==> src/rtl/ocp_pkg.sv <==
package ocp_pkg;

  // fixed bank size and field widths
  localparam int unsigned MaxOutputs = 8;
  localparam int unsigned ChanW      = 3;
  localparam int unsigned ActW       = 4;
  localparam int unsigned CurW       = 14;
  localparam int unsigned SumW       = 17;
  localparam int unsigned RetryW     = 4;
  localparam int unsigned TripW      = 10;
  localparam int unsigned CntW       = 11;
  localparam int unsigned CfgIdxW    = 3;
  localparam int unsigned CfgDataW   = 17;

  // round sum saturation and total counter limits
  localparam logic [SumW-1:0]        SumMax       = {SumW{1'b1}};
  localparam logic signed [CntW-1:0] CounterWrap  = 11'sd1000;
  localparam logic signed [CntW-1:0] CounterFloor = -11'sd2;
  localparam logic signed [CntW-1:0] CounterRest  = -11'sd1;

  // configuration reset values
  localparam logic [ActW-1:0]   ActiveReset = 4'd8;
  localparam logic [CurW-1:0]   ChanLimReset = 14'd4000;
  localparam logic [SumW-1:0]   TotLimReset  = 17'd8000;
  localparam logic [RetryW-1:0] RetryReset   = 4'd10;
  localparam logic [TripW-1:0]  TripReset    = 10'd120;

  typedef enum logic [1:0] {
    KIND_SAMPLE = 2'd0,
    KIND_WRITE  = 2'd1,
    KIND_TOGGLE = 2'd2
  } kind_t;

  typedef enum logic [CfgIdxW-1:0] {
    REG_ACTIVE_OUTPUTS   = 3'd0,
    REG_CHANNEL_LIMIT_MA = 3'd1,
    REG_TOTAL_LIMIT_MA   = 3'd2,
    REG_RETRY_ROUNDS     = 3'd3,
    REG_TOTAL_TRIP_COUNT = 3'd4
  } reg_index_t;

  typedef struct packed {
    logic [1:0]      kind;
    logic [ChanW-1:0] channel;
    logic [CurW-1:0] current_ma;
    logic            level;
    logic            last_in_round;
  } item_t;

  typedef struct packed {
    logic [ActW-1:0]   active_outputs;
    logic [CurW-1:0]   channel_limit_ma;
    logic [SumW-1:0]   total_limit_ma;
    logic [RetryW-1:0] retry_rounds;
    logic [TripW-1:0]  total_trip_count;
  } cfg_t;

  typedef struct packed {
    logic [MaxOutputs-1:0]              user_levels;
    logic [MaxOutputs-1:0]              driven_levels;
    logic [MaxOutputs-1:0][RetryW-1:0]  retry_counts;
    logic [SumW-1:0]                    round_current_sum;
    logic                               round_fault_flag;
    logic signed [CntW-1:0]             total_counter;
  } state_t;

  typedef struct packed {
    logic [MaxOutputs-1:0] drive_levels;
    logic                  channel_tripped;
    logic                  overcurrent_event;
    logic                  total_shutdown;
    logic                  total_restore;
  } result_t;

endpackage

==> src/rtl/ocp_update.sv <==
module ocp_update (
  input  ocp_pkg::item_t  item,
  input  ocp_pkg::cfg_t   cfg,
  input  ocp_pkg::state_t st,
  output ocp_pkg::state_t st_next,
  output ocp_pkg::result_t res
);

  logic [ocp_pkg::ActW-1:0]       act_cnt;
  logic [ocp_pkg::MaxOutputs-1:0] act_mask;
  logic [ocp_pkg::MaxOutputs-1:0] ch_bit;
  logic                           ch_valid;
  logic [ocp_pkg::SumW:0]         sum_wide;
  logic [ocp_pkg::RetryW-1:0]     rc;
  logic signed [ocp_pkg::CntW-1:0] cnt_inc;
  logic [ocp_pkg::MaxOutputs-1:0] user_n;

  // active channel count and mask
  always_comb begin
    act_cnt = (cfg.active_outputs > ocp_pkg::ActW'(ocp_pkg::MaxOutputs)) ?
              ocp_pkg::ActW'(ocp_pkg::MaxOutputs) : cfg.active_outputs;
    for (int i = 0; i < ocp_pkg::MaxOutputs; i++) begin
      act_mask[i] = (ocp_pkg::ActW'(i) < act_cnt);
    end
    ch_valid = ({1'b0, item.channel} < act_cnt);
    ch_bit   = ocp_pkg::MaxOutputs'(1) << item.channel;
    sum_wide = {1'b0, st.round_current_sum} + (ocp_pkg::SumW + 1)'(item.current_ma);
    rc       = st.retry_counts[item.channel];
    cnt_inc  = st.total_counter + 11'sd1;
  end

  // per-item state update
  always_comb begin
    st_next = st;
    res     = '0;
    user_n  = st.user_levels;
    case (ocp_pkg::kind_t'(item.kind))
      ocp_pkg::KIND_WRITE: begin
        if (ch_valid) begin
          user_n = item.level ? (st.user_levels | ch_bit) : (st.user_levels & ~ch_bit);
          st_next.user_levels   = user_n;
          st_next.driven_levels = (st.driven_levels & ~ch_bit) | (user_n & ch_bit);
        end
      end
      ocp_pkg::KIND_TOGGLE: begin
        if (ch_valid) begin
          user_n = st.user_levels ^ ch_bit;
          st_next.user_levels   = user_n;
          st_next.driven_levels = (st.driven_levels & ~ch_bit) | (user_n & ch_bit);
        end
      end
      ocp_pkg::KIND_SAMPLE: begin
        // channel sample: running sum and per-channel cut / retry
        if (ch_valid) begin
          st_next.round_current_sum = sum_wide[ocp_pkg::SumW] ? ocp_pkg::SumMax :
                                      sum_wide[ocp_pkg::SumW-1:0];
          if (item.current_ma > cfg.channel_limit_ma) begin
            st_next.driven_levels = st.driven_levels & ~ch_bit;
            st_next.retry_counts[item.channel] = ocp_pkg::RetryW'(1);
            st_next.round_fault_flag = 1'b1;
            res.channel_tripped = 1'b1;
          end else if (rc != '0 && rc >= cfg.retry_rounds) begin
            st_next.retry_counts[item.channel] = '0;
            st_next.driven_levels = (st.driven_levels & ~ch_bit) |
                                    (st.user_levels & ch_bit);
          end else if (rc != '0) begin
            st_next.retry_counts[item.channel] = rc + ocp_pkg::RetryW'(1);
          end
        end
        // round end: total counter and bank-wide cut / restore
        if (item.last_in_round) begin
          if (st_next.round_current_sum > cfg.total_limit_ma) begin
            st_next.total_counter = (cnt_inc >= ocp_pkg::CounterWrap) ? '0 : cnt_inc;
            st_next.round_fault_flag = 1'b1;
          end else if (st.total_counter > ocp_pkg::CounterFloor) begin
            st_next.total_counter = st.total_counter - 11'sd1;
          end
          res.overcurrent_event = st_next.round_fault_flag;
          if (st_next.total_counter == $signed({1'b0, cfg.total_trip_count})) begin
            st_next.driven_levels = st_next.driven_levels & ~act_mask;
            res.total_shutdown = 1'b1;
          end else if (st_next.total_counter == ocp_pkg::CounterRest) begin
            st_next.driven_levels = (st_next.driven_levels & ~act_mask) |
                                    (st.user_levels & act_mask);
            res.total_restore = 1'b1;
          end
          st_next.round_current_sum = '0;
          st_next.round_fault_flag  = 1'b0;
        end
      end
      default: begin
        st_next = st;
      end
    endcase
    res.drive_levels = st_next.driven_levels;
  end

endmodule

==> src/rtl/output_overcurrent_protector_unit.sv <==
// Overcurrent protector for a bank of eight digital outputs. Each request
// (current sample, level write or toggle) gives exactly one result with the
// driven levels after it and the trip / round flags. One request is taken
// every cycle while in_stall is low; a request is registered in the input
// register on entry, processed in one pass and its result is loaded into
// the output register once that register is free. out_stall holds
// the output register and, through it, the input register, so in_stall
// follows out_stall while both stages are full. The configuration port is
// always ready; write it only while no request is in flight.
module output_overcurrent_protector_unit (
  input  logic                             clk,
  input  logic                             rst,
  // request channel
  input  logic                             in_valid,
  output logic                             in_stall,
  input  logic [1:0]                       kind,
  input  logic [ocp_pkg::ChanW-1:0]        channel,
  input  logic [ocp_pkg::CurW-1:0]         current_ma,
  input  logic                             level,
  input  logic                             last_in_round,
  // result channel
  output logic                             out_valid,
  input  logic                             out_stall,
  output logic [ocp_pkg::MaxOutputs-1:0]   drive_levels,
  output logic                             channel_tripped,
  output logic                             overcurrent_event,
  output logic                             total_shutdown,
  output logic                             total_restore,
  // configuration write channel
  input  logic                             cfg_valid,
  output logic                             cfg_ready,
  input  logic [ocp_pkg::CfgIdxW-1:0]      cfg_index,
  input  logic [ocp_pkg::CfgDataW-1:0]     cfg_data
);

  ocp_pkg::cfg_t    cfg;
  ocp_pkg::state_t  state;
  ocp_pkg::state_t  state_next;
  ocp_pkg::item_t   item;
  ocp_pkg::result_t res_next;
  ocp_pkg::result_t res;
  logic             item_valid;
  logic             advance;
  logic             accept;

  // handshake
  assign advance   = item_valid && (!out_valid || !out_stall);
  assign in_stall  = item_valid && !advance;
  assign accept    = in_valid && !in_stall;
  assign cfg_ready = 1'b1;

  // configuration registers
  always_ff @(posedge clk) begin
    if (rst) begin
      cfg.active_outputs   <= ocp_pkg::ActiveReset;
      cfg.channel_limit_ma <= ocp_pkg::ChanLimReset;
      cfg.total_limit_ma   <= ocp_pkg::TotLimReset;
      cfg.retry_rounds     <= ocp_pkg::RetryReset;
      cfg.total_trip_count <= ocp_pkg::TripReset;
    end else if (cfg_valid && cfg_ready) begin
      case (ocp_pkg::reg_index_t'(cfg_index))
        ocp_pkg::REG_ACTIVE_OUTPUTS:   cfg.active_outputs   <= cfg_data[ocp_pkg::ActW-1:0];
        ocp_pkg::REG_CHANNEL_LIMIT_MA: cfg.channel_limit_ma <= cfg_data[ocp_pkg::CurW-1:0];
        ocp_pkg::REG_TOTAL_LIMIT_MA:   cfg.total_limit_ma   <= cfg_data[ocp_pkg::SumW-1:0];
        ocp_pkg::REG_RETRY_ROUNDS:     cfg.retry_rounds     <= cfg_data[ocp_pkg::RetryW-1:0];
        ocp_pkg::REG_TOTAL_TRIP_COUNT: cfg.total_trip_count <= cfg_data[ocp_pkg::TripW-1:0];
        default: begin
        end
      endcase
    end
  end

  // input register
  always_ff @(posedge clk) begin
    if (rst) begin
      item_valid <= 1'b0;
    end else if (accept) begin
      item_valid <= 1'b1;
    end else if (advance) begin
      item_valid <= 1'b0;
    end
  end

  always_ff @(posedge clk) begin
    if (accept) begin
      item.kind          <= kind;
      item.channel       <= channel;
      item.current_ma    <= current_ma;
      item.level         <= level;
      item.last_in_round <= last_in_round;
    end
  end

  // single-pass update
  ocp_update u_update (
    .item    (item),
    .cfg     (cfg),
    .st      (state),
    .st_next (state_next),
    .res     (res_next)
  );

  // protector state
  always_ff @(posedge clk) begin
    if (rst) begin
      state <= '0;
    end else if (advance) begin
      state <= state_next;
    end
  end

  // result register
  always_ff @(posedge clk) begin
    if (rst) begin
      out_valid <= 1'b0;
    end else if (advance) begin
      out_valid <= 1'b1;
    end else if (!out_stall) begin
      out_valid <= 1'b0;
    end
  end

  always_ff @(posedge clk) begin
    if (advance) begin
      res <= res_next;
    end
  end

  assign drive_levels      = res.drive_levels;
  assign channel_tripped   = res.channel_tripped;
  assign overcurrent_event = res.overcurrent_event;
  assign total_shutdown    = res.total_shutdown;
  assign total_restore     = res.total_restore;

endmodule

==> config.mk <==
export PLATFORM = sky130hd
export DESIGN_NAME = output_overcurrent_protector_unit
export DESIGN_NICKNAME = d
export VERILOG_FILES = /design/src/rtl/ocp_pkg.sv /design/src/rtl/ocp_update.sv /design/src/rtl/output_overcurrent_protector_unit.sv
export SDC_FILE = /design/constraint.sdc
export NUM_CORES = 1
export LEC_CHECK = 0
export BUFFER_PORTS_ARGS = -buffer_cell sky130_fd_sc_hd__buf_2
export CAP_MARGIN = 25
export CORE_MARGIN = 4
export CORE_UTILIZATION = 34
export DETAILED_ROUTE_END_ITERATION = 16
export GPL_TIMING_DRIVEN = 1
export PLACE_DENSITY = 0.48
export SLEW_MARGIN = 5
export SYNTH_ARGS = -nofsm -noshare
export SYNTH_HDL_FRONTEND = slang
export SYNTH_SLANG_ARGS = --single-unit
==> constraint.sdc <==
create_clock -name clk -period 8.15 [get_ports clk]
set_input_delay 0.815 -clock clk [delete_from_list [all_inputs] [get_ports clk]]
set_output_delay 0.815 -clock clk [all_outputs]
set_load 0.05 [all_outputs]
After elaboration in Yosys (flattened, before gate mapping). Cells that the tools add are included.

$add $sub $neg: 4. $mul: 0. Div/mod/pow operators: 0. Magnitude comparators: 17. Eq/ne operators: 13. Shifts and indexed selects: 1. Multiplexer cells: 36. Bitwise operators: 22. Reductions and logical operators: 27.

Operators with widths (number): $mux 58 (2); $mux 32 (2); $and 8x8->8 (7); $mux 11 (5); $or 8x8->8 (6); $mux 40 (1); $mux 8 (5); $and 32x32->32 (1); $bwmux 32 (1); $mux 16 (2); $not 32->32 (1); $mux 29 (1); $and 24x24->24 (1); $not 24->24 (1); $pmux 8 s3 (1); $add 17x14->18 (1); $gt 17x17->1 (1); $mux 17 (1); $lt 3x4->1 const A (4); $not 8->8 (2); $pmux 8 s2 (1); $reduce_and 2->1 (8); $gt 14x14->1 (1); $bmux 4 s3 (1); 37 further kinds (63).

Register bits: 161. Bits in latches: 0. RAM bits: 0. ROM bits: 0. Bits of input ports: 46. Output and inout bits: 15. Memories: 0.

Depth between registers and ports, before layout. Gate-level depths: netlist (run 1).

Depth after elaboration: 19. Mapped depth: 26. Depth with buffers taken out: 23.

Modules after synthesis. A second synthesis (run 1) with hierarchy kept.

Cell total of the unflattened synthesis: 1437. Area total of the unflattened synthesis: 11935.2 um^2.

By module, submodules not included: output_overcurrent_protector_unit (instances 1, cells each 575, area an instance 6502.5 um^2); ocp_update (instances 1, cells each 862, area an instance 5432.7 um^2).

Worst setup path before layout (run 1). No wires, ideal clock.

Kind: reg-to-reg. From: register item[3] (netlist name). To: register res (netlist bit drive_levels[1]), data pin. Arrival: 5.898 ns. Required time: 7.876 ns. Setup slack: 1.978 ns. Cell stages (with the launch flop): 23. Buffers on the path: 1. Period minus slack after synthesis: 6.172 ns. Path through: edfxtp_1 -> ha_1 -> a21o_1 -> a21o_1 -> a2111oi_0 -> o31ai_1 -> a31o_2 -> a21oi_1 -> o21a_1 -> o21ai_0 -> clkbuf_1 -> o22a_1 -> ha_1 -> a21o_1 -> a221o_1 -> a221o_1 -> a22oi_4 -> mux2_2 -> o221a_2 -> a211oi_1 -> nand4_4 -> a41oi_2 -> a31oi_1.

RTL lines: to (signal assigned) (RTL line output_overcurrent_protector_unit.sv:125) `res <= res_next;`; to (decl) (RTL line output_overcurrent_protector_unit.sv:41) `ocp_pkg::result_t res;`.

==> results of run 1 <==
-- sequential cells by signal, indices dropped and copies added, names as in the netlist --
signal	flops
channel_tripped	1
out_valid	1
total_shutdown	1
cfg	49
item	21
state	77
overcurrent_event	1
item_valid	1
total_restore	1
drive_levels	8
-- cell families after synthesis --
kind of cell / count (synthesis) / synth area share
compound gates: 343 / 0.230
xor+xnor: 30 / 0.0260
fa+ha+maj: 61 / 0.0742
buf+inv: 140 / 0.0571
flops: 161 / 0.342
mux: 43 / 0.0530
other cells: 1 / 0.000361
simple gates: 463 / 0.218
-- critical path: stages (launching register included) --
cell and delay [ns]:
edfxtp_1 0.45, ha_1 0.30, a21o_1 0.17, a21o_1 0.20, a2111oi_0 0.63, o31ai_1 0.24
a31o_2 0.31, a21oi_1 0.23, o21a_1 0.34, nor2_1 0.12, nand2_1 0.10, mux2_2 0.33
ha_1 0.30, and4_1 0.25, nand4_1 0.14, or4_4 0.55, a22oi_4 0.48, mux2_2 0.43
o221a_2 0.28, a211oi_1 0.40, nand4_4 0.30, a41oi_2 0.30, a31oi_1 0.12
-- power breakdown --
part	internal, mW	total [mW]	switching [mW]	leakage, nW
logic	0.114	0.309	0.195	2.93
clock network	0.510	0.888	0.378	0.321
registers	0.839	0.869	0.0299	1.36
total	1.46	2.07	0.603	4.61
-- through the flow --
step | total power [mW] | util | instance area, um^2 | std cells
finish | 2.07 | 0.386 | 11500 | 1654
global route | 2.16 | 0.386 | 11500 | 1654
CTS | 2.09 | 0.386 | 11500 | 1654
floorplan | 1.10 | - | 10400 | 1242
detailed placement | 1.19 | 0.365 | 10900 | 1622
global placement | 1.19 | 0.365 | 10900 | 1621
-- metal layers --
metal	track usage	part of all wire
met4	0.0435	0.014
met1	0.281	0.51
met2	0.279	0.43
met5	0	0
met3	0.0305	0.050
-- cell type report --
| cell class | count | share of cell area |
|---|---|---|
| clock buffer | 20 | 0.0424 |
| clock inverter | 12 | 0.0134 |
| inverter | 58 | 0.0189 |
| multi-input combinational | 941 | 0.541 |
| sequential | 161 | 0.308 |
| tap | 390 | 0.0423 |
| timing repair buffer | 72 | 0.0340 |
-- placed cells by master (no fill, tap or decap), drive strengths merged, types with 10 or more instances in the layout --
cell type | synthesis | layout
a21o | 15 | 15
a21oi | 90 | 90
a31oi | 29 | 29
a32o | 11 | 11
and2 | 17 | 17
and3 | 12 | 12
buf | 23 | 72
clkbuf | 59 | 20
dfxtp | 128 | 128
edfxtp | 33 | 33
ha | 60 | 60
inv | 57 | 66
mux2i | 31 | 31
nand2 | 155 | 155
nand2b | 10 | 10
nand3 | 33 | 33
nand4 | 17 | 17
nor2 | 120 | 120
nor2b | 14 | 14
nor3 | 28 | 28
nor4 | 13 | 13
o211ai | 19 | 19
o21a | 11 | 11
o21ai | 74 | 74
or3 | 10 | 10
xnor2 | 15 | 15
xor2 | 15 | 15
-- path summary, 6_finish.rpt --
path	to	depth (start not counted)	startpoint
setup / recovery	drive_levels[0]	22	item[3]
hold / removal	state[46]	2	state[46]
setup reg to reg	drive_levels[0]	22	item[3]
hold reg to reg	state[46]	2	state[46]
==> flow_summary.ini, run 1 <==
[detailed_routing]
totalWireLength_mm = 31.0
viasPerCell = 5.51
antenna_left = 0
drt_first_iter_violations = 663
drc_errors = 0
wl_per_cell_um = 18.7
via_count = 9118
firstDrtPassIters = 6

[worst_setup_path]
start_kind = flip-flop
crit_type = reg -> reg
critPathCaptureType = flip-flop
cp_data_required_time_ns = 8.32
critPathMaxFanout = 17
critPathArrivalTime_ns = 7.42
rrSetupSlack_ns = 0.89

[yosys]
synthArstFlopShare = 0
yosys_warnings = 0
yosysMostFrequentCell = nand2_1
synth_top_area_frac = 0.247
ys.flop_type = dfxtp_1
ys_top_cells_by_area = dfxtp_1, edfxtp_1, ha_1
synth-edff-count = 33
yosysSeqAreaShare = 0.342
ys_seq_elements = 161
ys_types = 92
syn_area_mm2 = 0.0104
yosysTopAreaCell = dfxtp_1
syn_inst = 1242
synth_fp_nets = 1349
syn_area_per_cell_um2 = 8.37
synth_commonest_cells = nand2_1, dfxtp_1, nor2_1, a21oi_1, o21ai_0

[global_route]
grt_antenna_before_repair = 0
grt_usage = 0.186
grt_max_degree = 73
grt.overflow.total = 0
grt_pass1_wl_mm = 50.0
first_global_vias = 8657

[outcome]
status = finished clean

[finish]
finalNetCount = 1358
drive_above_1_share = 0.127
n_fill_cell = 3066
multi_input_area_mm2 = 0.00625
syn_to_final_growth_pct = 11.1
antenna_cells = 0
ff_latch_area_mm2 = 0.00355

[sta]
period_needed_ns = 7.26
finalHoldViolations = 0
slew_headroom = 0.339
rsz0062_at_grt = false
setup-violations-final = 0
slew_viol_final = 0
worst_slew_pin_slew_ns = 0.991
worst_slack_ns = 0.892
clock_skew_ns = 0.0181
finalSetupTns_ns = 0
timing.fmax_mhz = 138
period_share = 0.891
whs_ns = 0.455

[placed_design]
io_buffers = 59
pre_cts_slack_ns = 0.956
globalplace.congestion = 0.901
dp_hpwl_mm = 22.6

[clock_network]
cts_root_buffer = clkbuf_16
clk_latency_ns = 0.44
ctsLongestPathBuffers = 2
cts_buffers = 17
path_clk_slew_ns = 0.07
cts_tree = built
cts_hold_buf = 0
htree_num_levels = 4
clkSinkCount = 161
post_cts_buffers = 0
cts_resized = 0

[floorplanning]
io_pins = 61
die_area_mm2 = 0.0334
rows = 63
fp.dieW_um = 183
start_util = 0.348
die_h_um = 183
core_mm2 = 0.0299

[flow_run]
maxCapViolCount = 0

[power_and_ir_drop]
p_per_area_mw_per_mm2 = 179
ir_drop_v = 0.000155
power.leakage_nw = 4.61

[min_path]
worst_hold_path_type = reg -> reg
No activity file was read; power rests on OpenSTA's default activity.
==> inputs of run 2 (changes only) <==
ABC_AREA = 1   (was not set)
==> flow_summary.ini, run 2 <==
[worst_setup_path]
cp_slowest_cell = a21boi_4
cp_data_required_time_ns = 8.34
critPathCaptureType = flip-flop
crit_type = reg -> reg
worst_path_largest_cell_delay_ns = 0.55
start_kind = flip-flop
critPathArrivalTime_ns = 5.81
crit_path_frequent_cell = nand2_1
critPathMaxFanout = 29

[clock_network]
post_cts_buffers = 0
cts_tree = built
htree_num_levels = 4
path_clk_slew_ns = 0.07
cts_resized = 0
ctsLongestPathBuffers = 2
clkSinkCount = 161
cts_hold_buf = 0
clk_latency_ns = 0.43
cts_buffers = 17
cts_root_buffer = clkbuf_16

[yosys]
synth_commonest_cells = nand2_1, inv_1, a21oi_1, nor2_1, dfxtp_1
synth_top_area_frac = 0.242
ys_top_cells_by_area = dfxtp_1, nand2_1, edfxtp_1
yosysMostFrequentCell = nand2_1
synth_fp_nets = 1658
ys_seq_elements = 161
yosys_warnings = 0
syn_area_mm2 = 0.0106
yosysSeqAreaShare = 0.336
synthArstFlopShare = 0
syn_area_per_cell_um2 = 6.82
ys_types = 54
syn_inst = 1551
synth-edff-count = 33
yosysTopAreaCell = dfxtp_1
ys.flop_type = dfxtp_1

[floorplanning]
start_util = 0.345
rows = 64
core_mm2 = 0.0307
io_pins = 61
die_area_mm2 = 0.0340
die_h_um = 184
fp.dieW_um = 184

[global_route]
first_global_vias = 9215
grt_antenna_before_repair = 0
grt_max_degree = 75
grt_pass1_wl_mm = 50.8
grt.overflow.total = 0
grt_usage = 0.188

[placed_design]
globalplace.congestion = 0.933
pre_cts_slack_ns = 2.51
placed_area_mm2 = 0.0112
dp_hpwl_mm = 23.7
dpl.cell_count = 1963
io_buffers = 59

[power_and_ir_drop]
p_total_mw = 2.07
ir_drop_v = 0.0000946
p_per_area_mw_per_mm2 = 177
power.leakage_nw = 5.38

[sta]
slew_headroom = 0.374
finalSetupTns_ns = 0
finalHoldViolations = 0
whs_ns = 0.450
worst_slew_pin_slew_ns = 0.939
slew_viol_final = 0
worst_slack_ns = 2.53
rsz0062_at_grt = false
clock_skew_ns = 0.0120
period_share = 0.690
timing.fmax_mhz = 178
period_needed_ns = 5.62
setup-violations-final = 0

[finish]
syn_to_final_growth_pct = 10.9
reg_top3 = state (77), cfg (49), item (21)
final_cell_mix = nand2_1, inv_1, a21oi_1
top_register = state
finalNetCount = 1693
layout_commonest_cell = nand2_1
final_cells = 1995
fin_area_mm2 = 0.0117
largest_reg_flops = 77
post-route-util = 0.382
antenna_cells = 0
drive_above_1_share = 0.117

[detailed_routing]
viasPerCell = 4.91
via_count = 9796
wl_per_cell_um = 15.7
drt_first_iter_violations = 781
drc_errors = 0
antenna_left = 0
firstDrtPassIters = 5
totalWireLength_mm = 31.4

[flow_run]
maxCapViolCount = 0

[min_path]
worst_hold_path_type = reg -> reg

[outcome]
status = finished clean
-- run 2: worst paths after layout --
check,from,to,slack [ns],cells after the start
worst max-delay path,cfg[46],drive_levels[7],2.53,34
worst min-delay path,state[30],state[30],0.45,2
worst max register to register,cfg[46],drive_levels[7],2.53,34
worst min register to register,state[30],state[30],0.45,2
-- run 2: metal layers --
metal	up-vias	wire length, um	share of wire	track usage
met4	0	403	0.013	0.0464
met1	4381	16600	0.53	0.286
met2	239	13100	0.42	0.277
li1	5149	-	-	-
met5	-	0	0	0
met3	27	1280	0.041	0.0274
-- run 2: logic make-up after synthesis --
kind of cell / count (synthesis) / synth area share
flops: 161 / 0.336
xor+xnor: 17 / 0.0141
other cells: 1 / 0.000355
compound gates: 359 / 0.195
simple gates: 670 / 0.275
buf+inv: 282 / 0.106
fa+ha+maj: 61 / 0.0729
-- run 2: layout make-up --
class / instances / area, um^2
fill: 3298 / 18900
clock buffer: 18 / 439
tap: 396 / 495
inverter: 231 / 867
multi-input combinational: 1108 / 5900
clock inverter: 14 / 104
sequential: 161 / 3550
timing repair buffer: 67 / 368
-- run 2: critical path: cells and delay by family, from the launching register on --
family	cells	cell delay [ns]
buffers and inverters	6	1.16
AOI/OAI and AO/OA	3	1.00
adders and majority gates	2	0.58
DFF	1	0.38
and+or+nand+nor	23	2.24
-- run 2: power breakdown --
part | internal, mW | total (mW) | switching, mW
registers | 0.844 | 0.865 | 0.0206
logic | 0.134 | 0.437 | 0.303
clock network | 0.402 | 0.769 | 0.367
